**src/srtq_pkg.sv**
```systemverilog
// Shared types and codes for the sorted ready-time queue.
// Used by the channel interfaces and by the queue top level.
package srtq_pkg;

  typedef logic [1:0]  kind_t;
  typedef logic [1:0]  status_t;
  typedef logic [15:0] id_t;
  typedef logic [15:0] minutes_t;
  typedef logic [4:0]  count5_t;

  // item kinds
  localparam kind_t KIND_INSERT = 2'd0;
  localparam kind_t KIND_POP    = 2'd1;
  localparam kind_t KIND_COUNT  = 2'd2;

  // result status codes
  localparam status_t STATUS_OK   = 2'd0;
  localparam status_t STATUS_FULL = 2'd1;
  localparam status_t STATUS_NONE = 2'd2;

  // one stored slot
  typedef struct packed {
    id_t      id;
    minutes_t minutes;
  } entry_t;

  typedef enum logic [2:0] {
    ST_IDLE,
    ST_INS,
    ST_INS_LAST,
    ST_POP,
    ST_CNT
  } state_t;

endpackage

```
**src/srtq_in_if.sv**
```systemverilog
// Input channel of the sorted ready-time queue: valid/ready plus item payload.
// Depends on srtq_pkg.
interface srtq_in_if;
  import srtq_pkg::*;

  logic     valid;
  logic     ready;
  kind_t    kind;
  id_t      entry_id;
  minutes_t entry_minutes;

  modport source (output valid, output kind, output entry_id, output entry_minutes,
                  input ready);
  modport sink   (input valid, input kind, input entry_id, input entry_minutes,
                  output ready);
endinterface

```
**src/srtq_out_if.sv**
```systemverilog
// Result channel of the sorted ready-time queue: valid/ready plus result payload.
// Depends on srtq_pkg.
interface srtq_out_if;
  import srtq_pkg::*;

  logic     valid;
  logic     ready;
  status_t  status;
  id_t      popped_id;
  minutes_t popped_minutes;
  count5_t  match_count;
  count5_t  ready_count;
  count5_t  occupancy;
  logic     is_empty;
  logic     is_full;

  modport source (output valid, output status, output popped_id, output popped_minutes,
                  output match_count, output ready_count, output occupancy,
                  output is_empty, output is_full, input ready);
  modport sink   (input valid, input status, input popped_id, input popped_minutes,
                  input match_count, input ready_count, input occupancy,
                  input is_empty, input is_full, output ready);
endinterface

```
**src/sorted_ready_time_queue.sv**
```systemverilog
// Sorted ready-time queue top level: one slot memory, a circular head pointer
// and a sequencer for insert, pop and id count. Depends on srtq_pkg,
// srtq_in_if and srtq_out_if.
//
// Usage:
//   in_chan carries items (kind, entry_id, entry_minutes); out_chan returns
//   exactly one result item per input item, in order. Entries stay sorted by
//   minutes, equal keys in arrival order; a pop takes the head only if its
//   minutes are zero.
// Sequencing (one item in flight at a time):
//   pop of a ready head     reads the head from the slot memory, then returns it
//   insert                  shifts every stored entry with larger minutes up by
//                           one slot, one shift per cycle, then writes the new entry
//   count                   reads the stored slots in order, one slot read per cycle
//   insert into an empty or a full queue, pop with nothing ready, count of an
//   empty queue and unused kinds finish in the idle state without a scan.
//   The slot memory has one write port and one registered read port.
// Reset: synchronous, active low; the queue comes up empty, no sweep needed.
// Stall: results sit in an output register; a new item is taken while a
//   finished result is being handed off, and the sequencer holds its last
//   step while the output register is still full.
module sorted_ready_time_queue #(
  parameter int DEPTH = 16
) (
  input  logic       clk,
  input  logic       rst_n,
  srtq_in_if.sink    in_chan,
  srtq_out_if.source out_chan
);
  import srtq_pkg::*;

  localparam int AW = (DEPTH > 1) ? $clog2(DEPTH) : 1;
  localparam int CW = $clog2(DEPTH + 1);

  // slot memory and its read register
  entry_t slot_mem [DEPTH];
  entry_t rd_data_r;

  logic          mem_we;
  logic [AW-1:0] mem_waddr;
  entry_t        mem_wdata;
  logic          mem_re;
  logic [AW-1:0] mem_raddr;

  // control state
  state_t        state_r, state_nxt;
  logic [AW-1:0] head_r, head_nxt;
  logic [CW-1:0] count_r, count_nxt;
  logic [CW-1:0] ready_r, ready_nxt;
  logic [CW-1:0] pos_r, pos_nxt;
  logic [CW-1:0] match_r, match_nxt;
  id_t           key_id_r, key_id_nxt;
  minutes_t      key_min_r, key_min_nxt;

  // output register
  logic          out_valid_r, out_valid_nxt;
  status_t       out_status_r;
  id_t           out_pid_r;
  minutes_t      out_pmin_r;
  count5_t       out_match_r;
  count5_t       out_ready_r;
  count5_t       out_occ_r;
  logic          out_empty_r;
  logic          out_full_r;

  logic          res_load;
  status_t       res_status;
  id_t           res_pid;
  minutes_t      res_pmin;
  logic [CW-1:0] res_match;
  logic          out_free;
  logic          in_fire;
  logic [CW-1:0] match_sum;
  logic [31:0]   occ_wide, ready_wide, match_wide;

  // logical position to memory address, relative to the head
  function automatic logic [AW-1:0] phys(input logic [AW-1:0] head,
                                         input logic [CW-1:0] lpos);
    logic [AW:0] sum;
    sum = (AW+1)'(head) + (AW+1)'(lpos);
    if (sum >= (AW+1)'(DEPTH)) sum = sum - (AW+1)'(DEPTH);
    return sum[AW-1:0];
  endfunction

  assign out_free = !out_valid_r || out_chan.ready;
  // a new item is taken only by an idle sequencer with room for its result
  assign in_chan.ready = (state_r == ST_IDLE) && out_free;
  assign in_fire  = in_chan.valid && in_chan.ready;
  assign match_sum = match_r + CW'(rd_data_r.id == key_id_r);

  // sequencer: next state, memory accesses and result capture
  always_comb begin
    state_nxt   = state_r;
    head_nxt    = head_r;
    count_nxt   = count_r;
    ready_nxt   = ready_r;
    pos_nxt     = pos_r;
    match_nxt   = match_r;
    key_id_nxt  = key_id_r;
    key_min_nxt = key_min_r;
    mem_we      = 1'b0;
    mem_waddr   = phys(head_r, pos_r);
    mem_wdata   = '{id: key_id_r, minutes: key_min_r};
    mem_re      = 1'b0;
    mem_raddr   = head_r;
    res_load    = 1'b0;
    res_status  = STATUS_OK;
    res_pid     = '0;
    res_pmin    = '0;
    res_match   = '0;

    unique case (state_r)
      ST_IDLE: begin
        if (in_fire) begin
          key_id_nxt  = in_chan.entry_id;
          key_min_nxt = in_chan.entry_minutes;
          unique case (in_chan.kind)
            KIND_INSERT: begin
              if (count_r == CW'(DEPTH)) begin
                res_load   = 1'b1;
                res_status = STATUS_FULL;
              end else if (count_r == '0) begin
                mem_we    = 1'b1;
                mem_waddr = head_r;
                mem_wdata = '{id: in_chan.entry_id, minutes: in_chan.entry_minutes};
                count_nxt = count_r + CW'(1);
                ready_nxt = ready_r + CW'(in_chan.entry_minutes == '0);
                res_load  = 1'b1;
              end else begin
                mem_re    = 1'b1;
                mem_raddr = phys(head_r, count_r - CW'(1));
                pos_nxt   = count_r;
                state_nxt = ST_INS;
              end
            end
            KIND_POP: begin
              // head is ready exactly when some leading entry has zero minutes
              if (ready_r == '0) begin
                res_load   = 1'b1;
                res_status = STATUS_NONE;
              end else begin
                mem_re    = 1'b1;
                mem_raddr = head_r;
                state_nxt = ST_POP;
              end
            end
            KIND_COUNT: begin
              if (count_r == '0) begin
                res_load = 1'b1;
              end else begin
                mem_re    = 1'b1;
                mem_raddr = head_r;
                pos_nxt   = '0;
                match_nxt = '0;
                state_nxt = ST_CNT;
              end
            end
            default: begin
              res_load = 1'b1;
            end
          endcase
        end
      end

      ST_INS: begin
        // rd_data_r holds the entry at pos_r - 1
        if (rd_data_r.minutes > key_min_r) begin
          mem_we    = 1'b1;
          mem_wdata = rd_data_r;
          pos_nxt   = pos_r - CW'(1);
          if (pos_r == CW'(1)) begin
            state_nxt = ST_INS_LAST;
          end else begin
            mem_re    = 1'b1;
            mem_raddr = phys(head_r, pos_r - CW'(2));
          end
        end else if (out_free) begin
          mem_we    = 1'b1;
          count_nxt = count_r + CW'(1);
          ready_nxt = ready_r + CW'(key_min_r == '0);
          res_load  = 1'b1;
          state_nxt = ST_IDLE;
        end
      end

      ST_INS_LAST: begin
        if (out_free) begin
          mem_we    = 1'b1;
          mem_waddr = head_r;
          count_nxt = count_r + CW'(1);
          ready_nxt = ready_r + CW'(key_min_r == '0);
          res_load  = 1'b1;
          state_nxt = ST_IDLE;
        end
      end

      ST_POP: begin
        if (out_free) begin
          res_load  = 1'b1;
          res_pid   = rd_data_r.id;
          res_pmin  = rd_data_r.minutes;
          head_nxt  = (head_r == AW'(DEPTH - 1)) ? '0 : head_r + AW'(1);
          count_nxt = count_r - CW'(1);
          ready_nxt = ready_r - CW'(1);
          state_nxt = ST_IDLE;
        end
      end

      ST_CNT: begin
        // rd_data_r holds the entry at pos_r
        if (pos_r == count_r - CW'(1)) begin
          if (out_free) begin
            res_load  = 1'b1;
            res_match = match_sum;
            state_nxt = ST_IDLE;
          end
        end else begin
          match_nxt = match_sum;
          pos_nxt   = pos_r + CW'(1);
          mem_re    = 1'b1;
          mem_raddr = phys(head_r, pos_r + CW'(1));
        end
      end

      default: begin
        state_nxt = ST_IDLE;
      end
    endcase
  end

  // slot memory, one write and one registered read per cycle
  always_ff @(posedge clk) begin
    if (mem_we) slot_mem[mem_waddr] <= mem_wdata;
    if (mem_re) rd_data_r <= slot_mem[mem_raddr];
  end

  // control registers
  always_ff @(posedge clk) begin
    if (!rst_n) begin
      state_r     <= ST_IDLE;
      head_r      <= '0;
      count_r     <= '0;
      ready_r     <= '0;
      out_valid_r <= 1'b0;
    end else begin
      state_r     <= state_nxt;
      head_r      <= head_nxt;
      count_r     <= count_nxt;
      ready_r     <= ready_nxt;
      out_valid_r <= out_valid_nxt;
    end
  end

  // operands and scan state
  always_ff @(posedge clk) begin
    pos_r     <= pos_nxt;
    match_r   <= match_nxt;
    key_id_r  <= key_id_nxt;
    key_min_r <= key_min_nxt;
  end

  // result register
  always_comb begin
    out_valid_nxt = out_valid_r;
    if (res_load)            out_valid_nxt = 1'b1;
    else if (out_chan.ready) out_valid_nxt = 1'b0;
  end

  // count fields are reported modulo 32
  assign occ_wide   = 32'(count_nxt);
  assign ready_wide = 32'(ready_nxt);
  assign match_wide = 32'(res_match);

  always_ff @(posedge clk) begin
    if (res_load) begin
      out_status_r <= res_status;
      out_pid_r    <= res_pid;
      out_pmin_r   <= res_pmin;
      out_match_r  <= match_wide[4:0];
      out_ready_r  <= ready_wide[4:0];
      out_occ_r    <= occ_wide[4:0];
      out_empty_r  <= (count_nxt == '0);
      out_full_r   <= (count_nxt == CW'(DEPTH));
    end
  end

  assign out_chan.valid          = out_valid_r;
  assign out_chan.status         = out_status_r;
  assign out_chan.popped_id      = out_pid_r;
  assign out_chan.popped_minutes = out_pmin_r;
  assign out_chan.match_count    = out_match_r;
  assign out_chan.ready_count    = out_ready_r;
  assign out_chan.occupancy      = out_occ_r;
  assign out_chan.is_empty       = out_empty_r;
  assign out_chan.is_full        = out_full_r;

  // checks
  a_ready_le_count: assert property (@(posedge clk) disable iff (!rst_n)
    ready_r <= count_r)
    else $error("ready entries exceed stored entries");

  a_count_le_depth: assert property (@(posedge clk) disable iff (!rst_n)
    count_r <= CW'(DEPTH))
    else $error("occupancy exceeds depth");

  a_full_status: assert property (@(posedge clk) disable iff (!rst_n)
    (out_valid_r && out_status_r == STATUS_FULL) |-> out_full_r)
    else $error("full rejection reported on a queue that is not full");

  a_head_stable: assert property (@(posedge clk) disable iff (!rst_n)
    (state_r != ST_IDLE && state_r != ST_POP) |=> $stable(head_r))
    else $error("head moved outside a pop");

endmodule

```
**src/flat_wrapper.sv**
```systemverilog
// flat-port wrapper written by rule: the top's interface ports become plain ports
module sorted_ready_time_queue_flat import srtq_pkg::*;
#(
  parameter int DEPTH = 16
)
  (clk, rst_n, in_chan_valid, in_chan_kind, in_chan_entry_id, in_chan_entry_minutes, in_chan_ready, out_chan_valid, out_chan_status, out_chan_popped_id, out_chan_popped_minutes, out_chan_match_count, out_chan_ready_count, out_chan_occupancy, out_chan_is_empty, out_chan_is_full, out_chan_ready);
  srtq_in_if in_chan_i ();
  srtq_out_if out_chan_i ();
  input  logic clk;
  input  logic rst_n;
  input wire logic [$bits(in_chan_i.valid)-1:0] in_chan_valid;
  input wire logic [$bits(in_chan_i.kind)-1:0] in_chan_kind;
  input wire logic [$bits(in_chan_i.entry_id)-1:0] in_chan_entry_id;
  input wire logic [$bits(in_chan_i.entry_minutes)-1:0] in_chan_entry_minutes;
  output wire logic [$bits(in_chan_i.ready)-1:0] in_chan_ready;
  output wire logic [$bits(out_chan_i.valid)-1:0] out_chan_valid;
  output wire logic [$bits(out_chan_i.status)-1:0] out_chan_status;
  output wire logic [$bits(out_chan_i.popped_id)-1:0] out_chan_popped_id;
  output wire logic [$bits(out_chan_i.popped_minutes)-1:0] out_chan_popped_minutes;
  output wire logic [$bits(out_chan_i.match_count)-1:0] out_chan_match_count;
  output wire logic [$bits(out_chan_i.ready_count)-1:0] out_chan_ready_count;
  output wire logic [$bits(out_chan_i.occupancy)-1:0] out_chan_occupancy;
  output wire logic [$bits(out_chan_i.is_empty)-1:0] out_chan_is_empty;
  output wire logic [$bits(out_chan_i.is_full)-1:0] out_chan_is_full;
  input wire logic [$bits(out_chan_i.ready)-1:0] out_chan_ready;
  assign in_chan_i.valid = in_chan_valid;
  assign in_chan_i.kind = in_chan_kind;
  assign in_chan_i.entry_id = in_chan_entry_id;
  assign in_chan_i.entry_minutes = in_chan_entry_minutes;
  assign in_chan_ready = in_chan_i.ready;
  assign out_chan_valid = out_chan_i.valid;
  assign out_chan_status = out_chan_i.status;
  assign out_chan_popped_id = out_chan_i.popped_id;
  assign out_chan_popped_minutes = out_chan_i.popped_minutes;
  assign out_chan_match_count = out_chan_i.match_count;
  assign out_chan_ready_count = out_chan_i.ready_count;
  assign out_chan_occupancy = out_chan_i.occupancy;
  assign out_chan_is_empty = out_chan_i.is_empty;
  assign out_chan_is_full = out_chan_i.is_full;
  assign out_chan_i.ready = out_chan_ready;
  sorted_ready_time_queue #(.DEPTH(DEPTH)) u_core (.clk(clk), .rst_n(rst_n), .in_chan(in_chan_i), .out_chan(out_chan_i));
endmodule
```
**config.mk**
```make
export PLATFORM = sky130hd
export DESIGN_NAME = sorted_ready_time_queue_flat
export DESIGN_NICKNAME = d
export VERILOG_FILES = /design/src/srtq_pkg.sv /design/src/srtq_in_if.sv /design/src/srtq_out_if.sv /design/src/sorted_ready_time_queue.sv /design/src/flat_wrapper.sv
export SDC_FILE = /design/constraint.sdc
export NUM_CORES = 1
export LEC_CHECK = 0
export CAP_MARGIN = 30
export CELL_PAD_IN_SITES_DETAIL_PLACEMENT = 1
export CELL_PAD_IN_SITES_GLOBAL_PLACEMENT = 1
export CORE_ASPECT_RATIO = 1.1
export CORE_MARGIN = 2
export CORE_UTILIZATION = 52
export DETAILED_ROUTE_END_ITERATION = 16
export DONT_BUFFER_PORTS = 1
export PLACE_DENSITY = 0.82
export SLEW_MARGIN = 30
export SYNTH_ARGS = -nofsm -noshare
export SYNTH_HDL_FRONTEND = slang
export SYNTH_SLANG_ARGS = --single-unit
```
**constraint.sdc**
```tcl
create_clock -name clk -period 6.8 [get_ports clk]
set_input_delay 0.68 -clock clk [delete_from_list [all_inputs] [get_ports clk]]
set_output_delay 0.68 -clock clk [all_outputs]
set_load 0.02 [all_outputs]
```
### Word-level counts from Yosys, hierarchy flattened

Memory sizes are Yosys's and may differ from the RTL's. A register that Yosys moved wholly into a read port is not among the register bits.
Index checks and enable logic that the tools add are counted.

| storage, ports and cells | value |
|---|---|
| input port bits | 38 |
| memories kept | 1 |
| output and inout port bits | 53 |
| logic and storage cells | 181 |
| flip-flop bits (word level) | 111 |
| memory bits (writable) | 512 |

| cells by class | value |
|---|---|
| equality and inequality tests | 25 |
| $lt $le $gt $ge | 5 |
| multiplexer cells | 94 |
| add/subtract/negate cells | 18 |
| reductions and logical operators | 21 |

Memory list:

| name | words | width | rd ports | clocked after Yosys merged registers in | write ports | RTL line | RTL |
|---|---|---|---|---|---|---|---|
| u_core.slot_mem | 16 | 32 | 1 | 1 | 1 | sorted_ready_time_queue.sv:36 | `entry_t slot_mem [DEPTH];` |

Operators with widths:

| kind | number |
|---|---|
| 32-bit two-way mux | 5 |
| 5-bit two-way mux | 23 |
| 4-bit two-way mux | 17 |
| 32-bit case mux with 2 select lines | 1 |
| 5-bit case mux with 4 select lines | 2 |
| 16-bit logical NOT | 2 |
| 3-bit two-way mux | 9 |
| 1-bit two-way mux | 23 |
| 4-bit by 5-bit adder with 5-bit output | 4 |
| 5-bit >= comparator (second input constant) | 4 |
| 5-bit case mux with 2 select lines | 2 |
| 3-bit != test (second input constant) | 6 |
| 16-bit == test | 1 |
| 16-bit greater-than comparator | 1 |
| 8-bit AND reduction | 2 |
| 4-bit by 1-bit subtractor with 4-bit output (second input constant) | 4 |
| 5-bit by 1-bit adder with 5-bit output | 3 |
| 5-bit logical NOT | 3 |
| 5-bit case mux with 3 select lines | 1 |
| 5-bit by 1-bit subtractor with 5-bit output (second input constant) | 3 |
| 1-bit case mux with 3 select lines | 4 |
| 3-bit case mux with 4 select lines | 1 |
| 4-bit case mux with 3 select lines | 1 |
| 5-bit by 1-bit adder with 5-bit output (second input constant) | 2 |
| other kinds (30) | 39 |

### Logic depth before layout (Yosys ltp)

Gate-level depths: netlist of the first run.

| depth | value |
|---|---|
| depth after elaboration | 9 |
| gate-level depth with buffers | 17 |

### Worst setup path before layout of the first run

Ideal clock, no wire load.

| path | value |
|---|---|
| path type | register -> register |
| from | register, netlist name u_core.rd_data_r[13] |
| to | memory u_core.slot_mem[2][0] in the netlist's numbering, enable pin |
| stages on the path, launching flop included | 12 |
| period minus slack after synthesis | 4.174 ns |
| data required time | 6.379 ns |
| arrival | 3.753 ns |
| library setup time | 0.421 ns |
| path slack | 2.626 ns |
| buffers on the path | 1 |
| cells stage by stage | edfxtp_1 -> ha_1 -> nand4_2 -> nor4_2 -> a21boi_4 -> o31a_4 -> a21oi_1 -> or3_1 -> clkbuf_1 -> nand2_1 -> o21ai_0 -> nor2_1 |

| on the way | value |
|---|---|
| word-level cells in the longest chain between the ends | 5 |

Ends and longest elaborated chain:

| item | RTL line | RTL |
|---|---|---|
| 16-bit greater-than comparator | sorted_ready_time_queue.sv:167 | `if (rd_data_r.minutes > key_min_r) begin` |
| 1-bit two-way mux | sorted_ready_time_queue.sv:167 |  |
| 1-bit case mux with 3 select lines | sorted_ready_time_queue.sv:112 | `unique case (state_r)` |
| 1-bit two-way mux | sorted_ready_time_queue.sv:233 | `if (mem_we) slot_mem[mem_waddr] <= mem_wdata;` |
| 1-bit two-way mux (implied by the code) | sorted_ready_time_queue.sv:233 |  |
| to (decl) | sorted_ready_time_queue.sv:36 |  |

Every way passes these cells.

### Worst setup path in the final report of the first run

| path | value |
|---|---|
| from | register, netlist name u_core.rd_data_r[15] |
| to | register, netlist name u_core.rd_data_r[9] |

| on the way | value |
|---|---|
| word-level cells in the longest chain between the ends | 3 |
| elaborated cells on any way between the ends | 5 |
| classes of those cells | order compare (1); mux (4) |

Ends and longest elaborated chain:

| item | RTL line |
|---|---|
| 16-bit greater-than comparator * | sorted_ready_time_queue.sv:167 |
| 4-bit two-way mux / 1-bit two-way mux (equally long branches) | sorted_ready_time_queue.sv:167 |
| 4-bit case mux with 3 select lines / 1-bit case mux with 3 select lines (equally long branches) | sorted_ready_time_queue.sv:112 |

Mark *: on every way between the ends. The rest lies on a longest branch, timed or not.
A chain may end at the register's enable or synchronous reset.

==> metrics.md, run 1 <==
| Metric | Value |
|---|---|
| Root Driver | clkbuf_16 |
| Initial antenna violation count | 3 |
| Achievable frequency | approximately 190 MHz |
| Total GRT Usage | 0.328 |
| Die width | approximately 230 um |
| Worst slew pin tran | 1.08 ns |
| Share of layout cells above drive strength 1 | 0.0807 |
| Crit Path Class | register to register |
| Post-synthesis simple-gate area fraction | 0.0693 |
| Core Util, Final | 0.578 |
| Avg WL per Cell | ~33 um |
| CTS Hold Buffers Added | 0 |
| CTS tree | done |
| HPWL Detailed | between 50,000 and 60,000 um |
| Mux contribution to synthesized area | 0.000990 |
| Crit-path max cell delay | around 0.59 ns |
| Final setup vio count | 0 |
| DRC | 0 |
| CP cell instances | ha_1, nand4_2, nor4_2, nand4_1, o31a_4, a211oi_4, buf_12, or2_4, buf_12, o311ai_0, nand3_1, nand4_1 |
| Final Max Tran Viols | 0 |
| Sink Count | roughly 660 |
| Crit end category | register |
| Yosys warning count | 0 |
| RSZ-0062 raised after global routing | false |
| Switching Share | 0.292 |
| Total routed wirelength | around 100,000 um |
| Synth async-reset ratio | 0 |
| TritonCTS Buffers | 66 |
| Post-Synth XOR/XNOR Area | 0.0135 |
| Number of detailed-route iterations in the first pass | 9 |
| Max-cap violations | 0 |
| Met3 routed WL | about 10,000 um |
| Post-synthesis cell type count | between 70 and 80 |
| Worst skew pair latency | between 0.6 and 0.7 ns |
| Leakage | ~12 nW |
| Via/cell ratio | roughly 7.2 |
| Highest Signal Layer | met4 |
| Synth Instances | about 2,400 |
| Syn_nets | about 2,500 |
| Ports | 91 |
| Sw Pwr | approximately 3 mW |
| Sequential Power Share | 0.501 |
| Compound-cell area share of the yosys netlist | 0.179 |
| Row cnt | around 90 |
| Clock skew | approximately 0.03 ns |
| H-tree levels | 3 |
| Initial core utilization | 0.528 |
| Max FO, Critical Path | ~170 |
| EDFF count, synth | around 640 |
| Vias in the first global route | 22,947 |
| Die area | 0.0603 mm2 |
| IO buf count | 0 |
| CP max stage cell | buf_12 |
| First-pass GRT wire length | approximately 150,000 um |
| Final Cycle Share | 0.785 |
| Worst min path class | input port to register |
| Max IR drop VDD | approximately 170 uV |
| Syn Area/Cell | between 10 and 15 um2 |
| Largest net degree at the start of global routing | 190 |
| Gr ovfl total | 0 |
| Fin crit period | around 5.3 ns |
| Iter 0 DRT Violations | approximately 3,200 |
| Status | complete, no violations |
| Layout net count | about 2,400 |
| Fill cells | around 5,500 |
| Total negative slack | 0 ns |
| Slew headroom | 0.277 |
| Crit start category | register |
| Via count | ~22,000 |
| Floorplan core area | around 0.057 mm2 |
| Clock buffer depth | 3 |
| Flops & latches, synth | between 600 and 700 |
| Logic pwr share | 0.146 |
| Setup bufs post-CTS | 0 |
| Routed metal-1 wirelength | between 30,000 and 40,000 um |
| Mapped cell area | 0.0303 mm2 |
| PostCTS Resize Cnt | 0 |
| Vert. Die Dim | approximately 260 um |
| Top_reg_cell synth | edfxtp_1 |
| Largest family of logic cells by synthesized area | compound AO/OA/AOI/OAI gates |
| WL met2 | 49,400 um |
| Area Overhead vs Synth | 9.44% |
| Clock Pin Slew Worst Setup and Hold Paths | approximately 0.070 ns |
| Clock power frac | 0.352 |
| Internal power | approximately 7.5 mW |
| Fin. Hold Viols | 0 |
| Required time of the critical path | 7.13 ns |
| Final ANT Viol Nets | 0 |
| Placer Congestion | around 0.92 |
| Adder-cell share of the synthesized area | 0.0200 |
| Seq/Total Area, Yosys | 0.642 |
| Total power per unit cell area | ~320 mW/mm2 |
| Worst path arrival time | about 5.7 ns |
==> per-layer routing <==
metal  track usage  vias to the layer above
met5             0                        -
met4         0.177                        0
met1         0.410                    11192
met3        0.0706                      370
li1              -                     9113
met2         0.533                     1569
==> synthesized netlist by cell type (3+ instances only) <==
cell type  number  share of area
o31ai_1       259          0.064
xnor2_1        33         0.0095
nand3_1       140          0.023
a222oi_1       32          0.011
a211oi_1        7         0.0017
o21ai_0        25         0.0041
clkbuf_1      127          0.016
dfxtp_1        18          0.012
inv_1         327          0.040
buf_4          19         0.0047
nor2b_1        10         0.0021
a21oi_1        28         0.0046
nand2b_1        4        0.00082
nor2_1         63         0.0078
and3_1         36         0.0074
fa_1            4         0.0026
and2_1         19         0.0039
a31oi_1         6         0.0012
mux2i_1         3        0.00099
nand4_1        42         0.0087
xor2_1         12         0.0035
buf_2          69          0.011
or3_1           5         0.0010
edfxtp_1      637           0.63
nor4_1         10         0.0021
clkbuf_2        3        0.00049
o22ai_1         8         0.0017
and4_1          4         0.0012
nor3_1          7         0.0012
o311ai_0      182          0.053
a21o_1          8         0.0020
buf_1           5        0.00062
o221ai_1        3        0.00087
o21ai_1         3        0.00049
nor3b_1         4        0.00099
ha_1           42          0.017
nand2_1        33         0.0041
a221o_1         3        0.00099
o311ai_1       77          0.022
a2bb2oi_1       3        0.00087
a22oi_1         9         0.0022
==> cell type report <==
cell class,count,area [um2],area share
Inverter,329,1230,0.0372
Sequential cell,655,19500,0.587
Clock buffer,89,1840,0.0555
Clock inverter,27,280,0.00844
Tap cell,752,941,0.0283
Multi-Input combinational cell,1163,8780,0.265
Antenna cell,2,5.00,0.000151
Timing Repair Buffer,55,622,0.0187
==> metrics by stage <==
stage / setup slack (ns) / total power [mW] / area (um2) / hold WS, ns / cells
CTS: 1.55 / 10.5 / 33100 / 0.154 / 3066
global placement: 1.77 / 6.70 / 30900 / 0.588 / 2947
floorplan: 2.63 / 6.20 / 30300 / 0.571 / 2372
finish: 1.46 / 10.6 / 33200 / 0.156 / 3072
global route: 1.30 / 10.8 / 33200 / 0.146 / 3072
detailed placement: 1.63 / 6.80 / 31000 / 0.608 / 2950
==> registers in the layout (all words and copies together) (netlist names), 16 cells and up <==
| signal | count |
|---|---|
| u_core.key_min_r | 16 |
| u_core.key_id_r | 16 |
| u_core.rd_data_r | 32 |
| u_core.out_chan.popped_id | 16 |
| u_core.out_chan.popped_minutes | 16 |
| u_core.slot_mem | 512 |
==> final timing paths <==
check	to	from	slack [ns]	depth (start not counted)
min	u_core.key_id_r[12]	in_chan_entry_id[12]	0.16	0
max	u_core.rd_data_r[9]	u_core.rd_data_r[15]	1.46	12
max reg2reg	u_core.rd_data_r[9]	u_core.rd_data_r[15]	1.46	12
min reg2reg	u_core.out_chan.match_count[4]	u_core.match_r[4]	0.64	2
==> critical path, delay by kind of cell, from the launching register on <==
family,cells,cell delay (ns)
compound gates,3,0.84
fa+ha+maj,1,0.41
buf+inv,2,1.15
flops,1,0.57
simple gates,6,1.89
==> power by group through the flow <==
stage	Sequential [mW]	Clock [mW]	Combinational, mW
final	5.30	3.72	1.55
after global routing	5.31	3.86	1.64
after CTS	5.28	3.71	1.49
after detailed placement	5.36	0	1.45
after global placement	5.34	0	1.36
after floorplan	5.25	0	0.947
==> kinds of logic (layout without fill, tap and decap cells) <==
kind of cell / Yosys count / in the layout
adders and majority gates: 46 / 46
AOI/OAI and AO/OA: 678 / 678
muxes: 3 / 3
buffers and inverters: 554 / 500
DFF: 655 / 655
and+or+nand+nor: 390 / 390
other: 0 / 2
xor gates and xnor gates: 46 / 46
==> layout by cell type (no fill, tap or decap), types with 5 or more instances in the layout <==
cell type | Yosys | layout
a211oi_1 | 7 | 7
buf_4 | 19 | 38
a22oi_1 | 9 | 9
and3_1 | 36 | 35
a222oi_1 | 32 | 32
or3_1 | 5 | 5
nand3_1 | 140 | 140
nand4_1 | 42 | 42
and2_1 | 19 | 18
nand2_1 | 33 | 33
bufinv_16 | 0 | 6
clkbuf_1 | 127 | 17
nor2_4 | 0 | 17
inv_1 | 327 | 327
o22ai_1 | 8 | 8
a31oi_1 | 6 | 6
a21oi_1 | 28 | 28
nor4_1 | 10 | 10
xor2_1 | 12 | 12
clkbuf_16 | 0 | 70
o21ai_0 | 25 | 24
o31ai_1 | 259 | 259
buf_12 | 0 | 9
o311ai_1 | 77 | 77
clkinv_1 | 1 | 17
edfxtp_1 | 637 | 637
nor2b_1 | 10 | 8
ha_1 | 42 | 42
dfxtp_1 | 18 | 18
a21o_1 | 8 | 7
nor2_1 | 63 | 45
nor3_1 | 7 | 5
o311ai_0 | 182 | 182
xnor2_1 | 33 | 33
(Power assumes the default switching activity.)
==> run 2: changes to the inputs <==
==> constraint.sdc (replaced) <==
create_clock -name clk -period 5.13 [get_ports clk]
set_input_delay 0.513 -clock clk [delete_from_list [all_inputs] [get_ports clk]]
set_output_delay 0.513 -clock clk [all_outputs]
set_load 0.02 [all_outputs]
==> run 2 against run 1 <==
Effect of this change:
- worst setup slack got worse by 1.1 ns
- largest cell class unchanged
- cell count rose by 1.4%
- power up 32%
- clock power increased by 31%
- global-route usage is 0.73 points lower
- critical endpoint is now u_core.rd_data_r[15]
- die area unchanged
- via count is 0.70% lower
- maximum frequency is 12% higher
- first-iteration DRC count down 17%
- sequential share of layout area fell by 0.92 points
- utilization rose by 0.92 points
==> metrics.md, run 2 (synthesized netlist as in run 1, its figures left out) <==
| Metric | Value |
|---|---|
| Status | complete, no violations |
| IO buf count | 0 |
| Area Overhead vs Synth | 11.2% |
| Worst min path class | input port to register |
| Clock skew | ~0.033 ns |
| Ports | 91 |
| Total power per unit cell area | 413 mW/mm2 |
| Max FO, Critical Path | 20 |
| Crit Path Class | register to register |
| Total GRT Usage | 0.321 |
| Final Cycle Share | 0.932 |
| Initial antenna violation count | 3 |
| Vias in the first global route | about 23,000 |
| Placer Congestion | ~0.96 |
| Clock buffer depth | 3 |
| H-tree levels | 3 |
| Achievable frequency | about 210 MHz |
| Die width | 234 um |
| Total routed wirelength | around 98,000 um |
| Largest net degree at the start of global routing | approximately 140 |
| Root Driver | clkbuf_16 |
| Largest register FFs | between 500 and 600 |
| Via/cell ratio | roughly 7 |
| CP cell instances | inv_1, ha_1, inv_1, ha_1, fa_1, xnor2_1, nor3_1, a21o_1, o311ai_0, o22ai_1, xnor2_1, and2_2, nand3_1, nand4_1 |
| Worst skew pair latency | about 0.61 ns |
| Worst slew pin tran | roughly 0.96 ns |
| DRC | 0 |
| Die area | roughly 0.060 mm2 |
| HP Start | in_chan_entry_id[11] |
| Iter 0 DRT Violations | 2,699 |
| Initial core utilization | 0.528 |
| Fin. Hold Viols | 0 |
| Design Power | between 10 and 15 mW |
| CP max stage cell | and2_2 |
| Sink Count | approximately 660 |
| Floorplan core area | roughly 0.057 mm2 |
| Crit Reg-Reg Endpoint | u_core.rd_data_r[15] |
| Reg2Reg Depth | 14 |
| Number of detailed-route iterations in the first pass | 8 |
| Final ANT Viol Nets | 0 |
| First-pass GRT wire length | roughly 140,000 um |
| Crit-path max cell delay | 0.74 ns |
| Fill cells | approximately 5,500 |
| CTS tree | done |
| Share of layout cells above drive strength 1 | 0.0880 |
| Max-cap violations | 0 |
| Gr ovfl total | 0 |
| TritonCTS Buffers | 67 |
| Crit start category | register |
| Leakage | between 10 and 15 nW |
| Avg WL per Cell | 31.3 um |
| R2r startpoint | u_core.head_r[1] |
| Via count | around 22,000 |
| Clock Pin Slew Worst Setup and Hold Paths | around 0.060 ns |
| Worst setup path start | u_core.head_r[1] |
| Layout net count | 2,397 |
| Setup bufs post-CTS | 0 |
| HPWL Detailed | 54,700 um |
| Fin crit period | around 4.8 ns |
| R2R Setup Slk | ~0.35 ns |
| Required time of the critical path | approximately 5.5 ns |
| WHS Endpoint | u_core.key_id_r[11] |
| Most common cell after layout, fill and taps aside | edfxtp_1 |
| Total negative slack | 0 ns |
| Row cnt | between 90 and 100 |
| Regs by FF count | u_core.slot_mem (512), u_core.rd_data_r (32) |
| Worst path arrival time | roughly 5.2 ns |
| Slew headroom | 0.357 |
| Final setup vio count | 0 |
| Hold path cells | 0 |
| Vert. Die Dim | about 260 um |
| Final Max Tran Viols | 0 |
| Crit end category | register |
| Reg with most FFs | u_core.slot_mem |
| Max IR drop VDD | 198 uV |
| Commonest non-fill, non-tap cells in the layout | 637 x edfxtp_1, 327 x inv_1, 259 x o31ai_1 |
| RSZ-0062 raised after global routing | false |
run 2: metrics by stage:
stage	util	std cells	setup WS, ns	instance area (um2)	hold slack [ns]
CTS	0.587	3115	0.434	33700	0.0000588
finish	0.587	3116	0.348	33700	0.0180
detailed placement	0.545	2966	0.533	31300	0.607
global route	0.587	3116	0.138	33700	0.0124
floorplan	-	2372	0.956	30300	0.571
global placement	0.544	2966	0.617	31300	0.587
run 2: worst max path at each step:
stage / to / slack [ns] / depth (start not counted)
2_1_floorplan: u_core.slot_mem[2][0] / 0.96 / 11
3_3_place_gp: u_core.rd_data_r[9] / 0.62 / 15
3_5_place_dp: u_core.rd_data_r[15] / 0.53 / 14
4_1_cts: u_core.rd_data_r[15] / 0.43 / 14
5_1_grt: u_core.rd_data_r[15] / 0.14 / 14
6_report: u_core.rd_data_r[15] / 0.35 / 14
run 2: worst max-delay path, delay by kind of cell (launching register included):
family                     cells  cell delay, ns
adders and majority gates      3            1.02
AOI/OAI and AO/OA              3            0.42
xor gates and xnor gates       2            0.78
DFF                            1            0.68
buffers and inverters          2            0.32
and+or+nand+nor                4            1.35
run 2: what timing repair did:
action | 4_1_cts | 5_1_grt
resized for setup | 0 | 0
endpoints found under the hold margin | 30 | 0
hold buffers | 30 | 0
run 2: metal layers:
| metal | vias to the layer above | routed length [um] | global-route usage |
|---|---|---|---|
| li1 | 9207 | - | - |
| met3 | 355 | 8910 | 0.0608 |
| met4 | 2 | 5560 | 0.181 |
| met1 | 11123 | 35600 | 0.401 |
| met2 | 1402 | 47500 | 0.523 |
| met5 | - | 9 | 0 |
run 2: layout make-up:
cell class | count | area, um2 | area share
diodes | 1 | 2.50 | 0.0000742
clock buffers | 84 | 1800 | 0.0535
clock inverters | 35 | 334 | 0.00991
inverters | 329 | 1230 | 0.0366
multi-input cells | 1163 | 8790 | 0.261
flip-flops and latches | 655 | 19500 | 0.578
well taps | 752 | 941 | 0.0279
repair buffers | 97 | 1130 | 0.0335
run 2: power breakdown:
| part | internal [mW] | total (mW) | switching, mW |
|---|---|---|---|
| logic | 0.548 | 2.08 | 1.54 |
| registers | 6.59 | 6.99 | 0.394 |
| clock network | 2.80 | 4.86 | 2.06 |
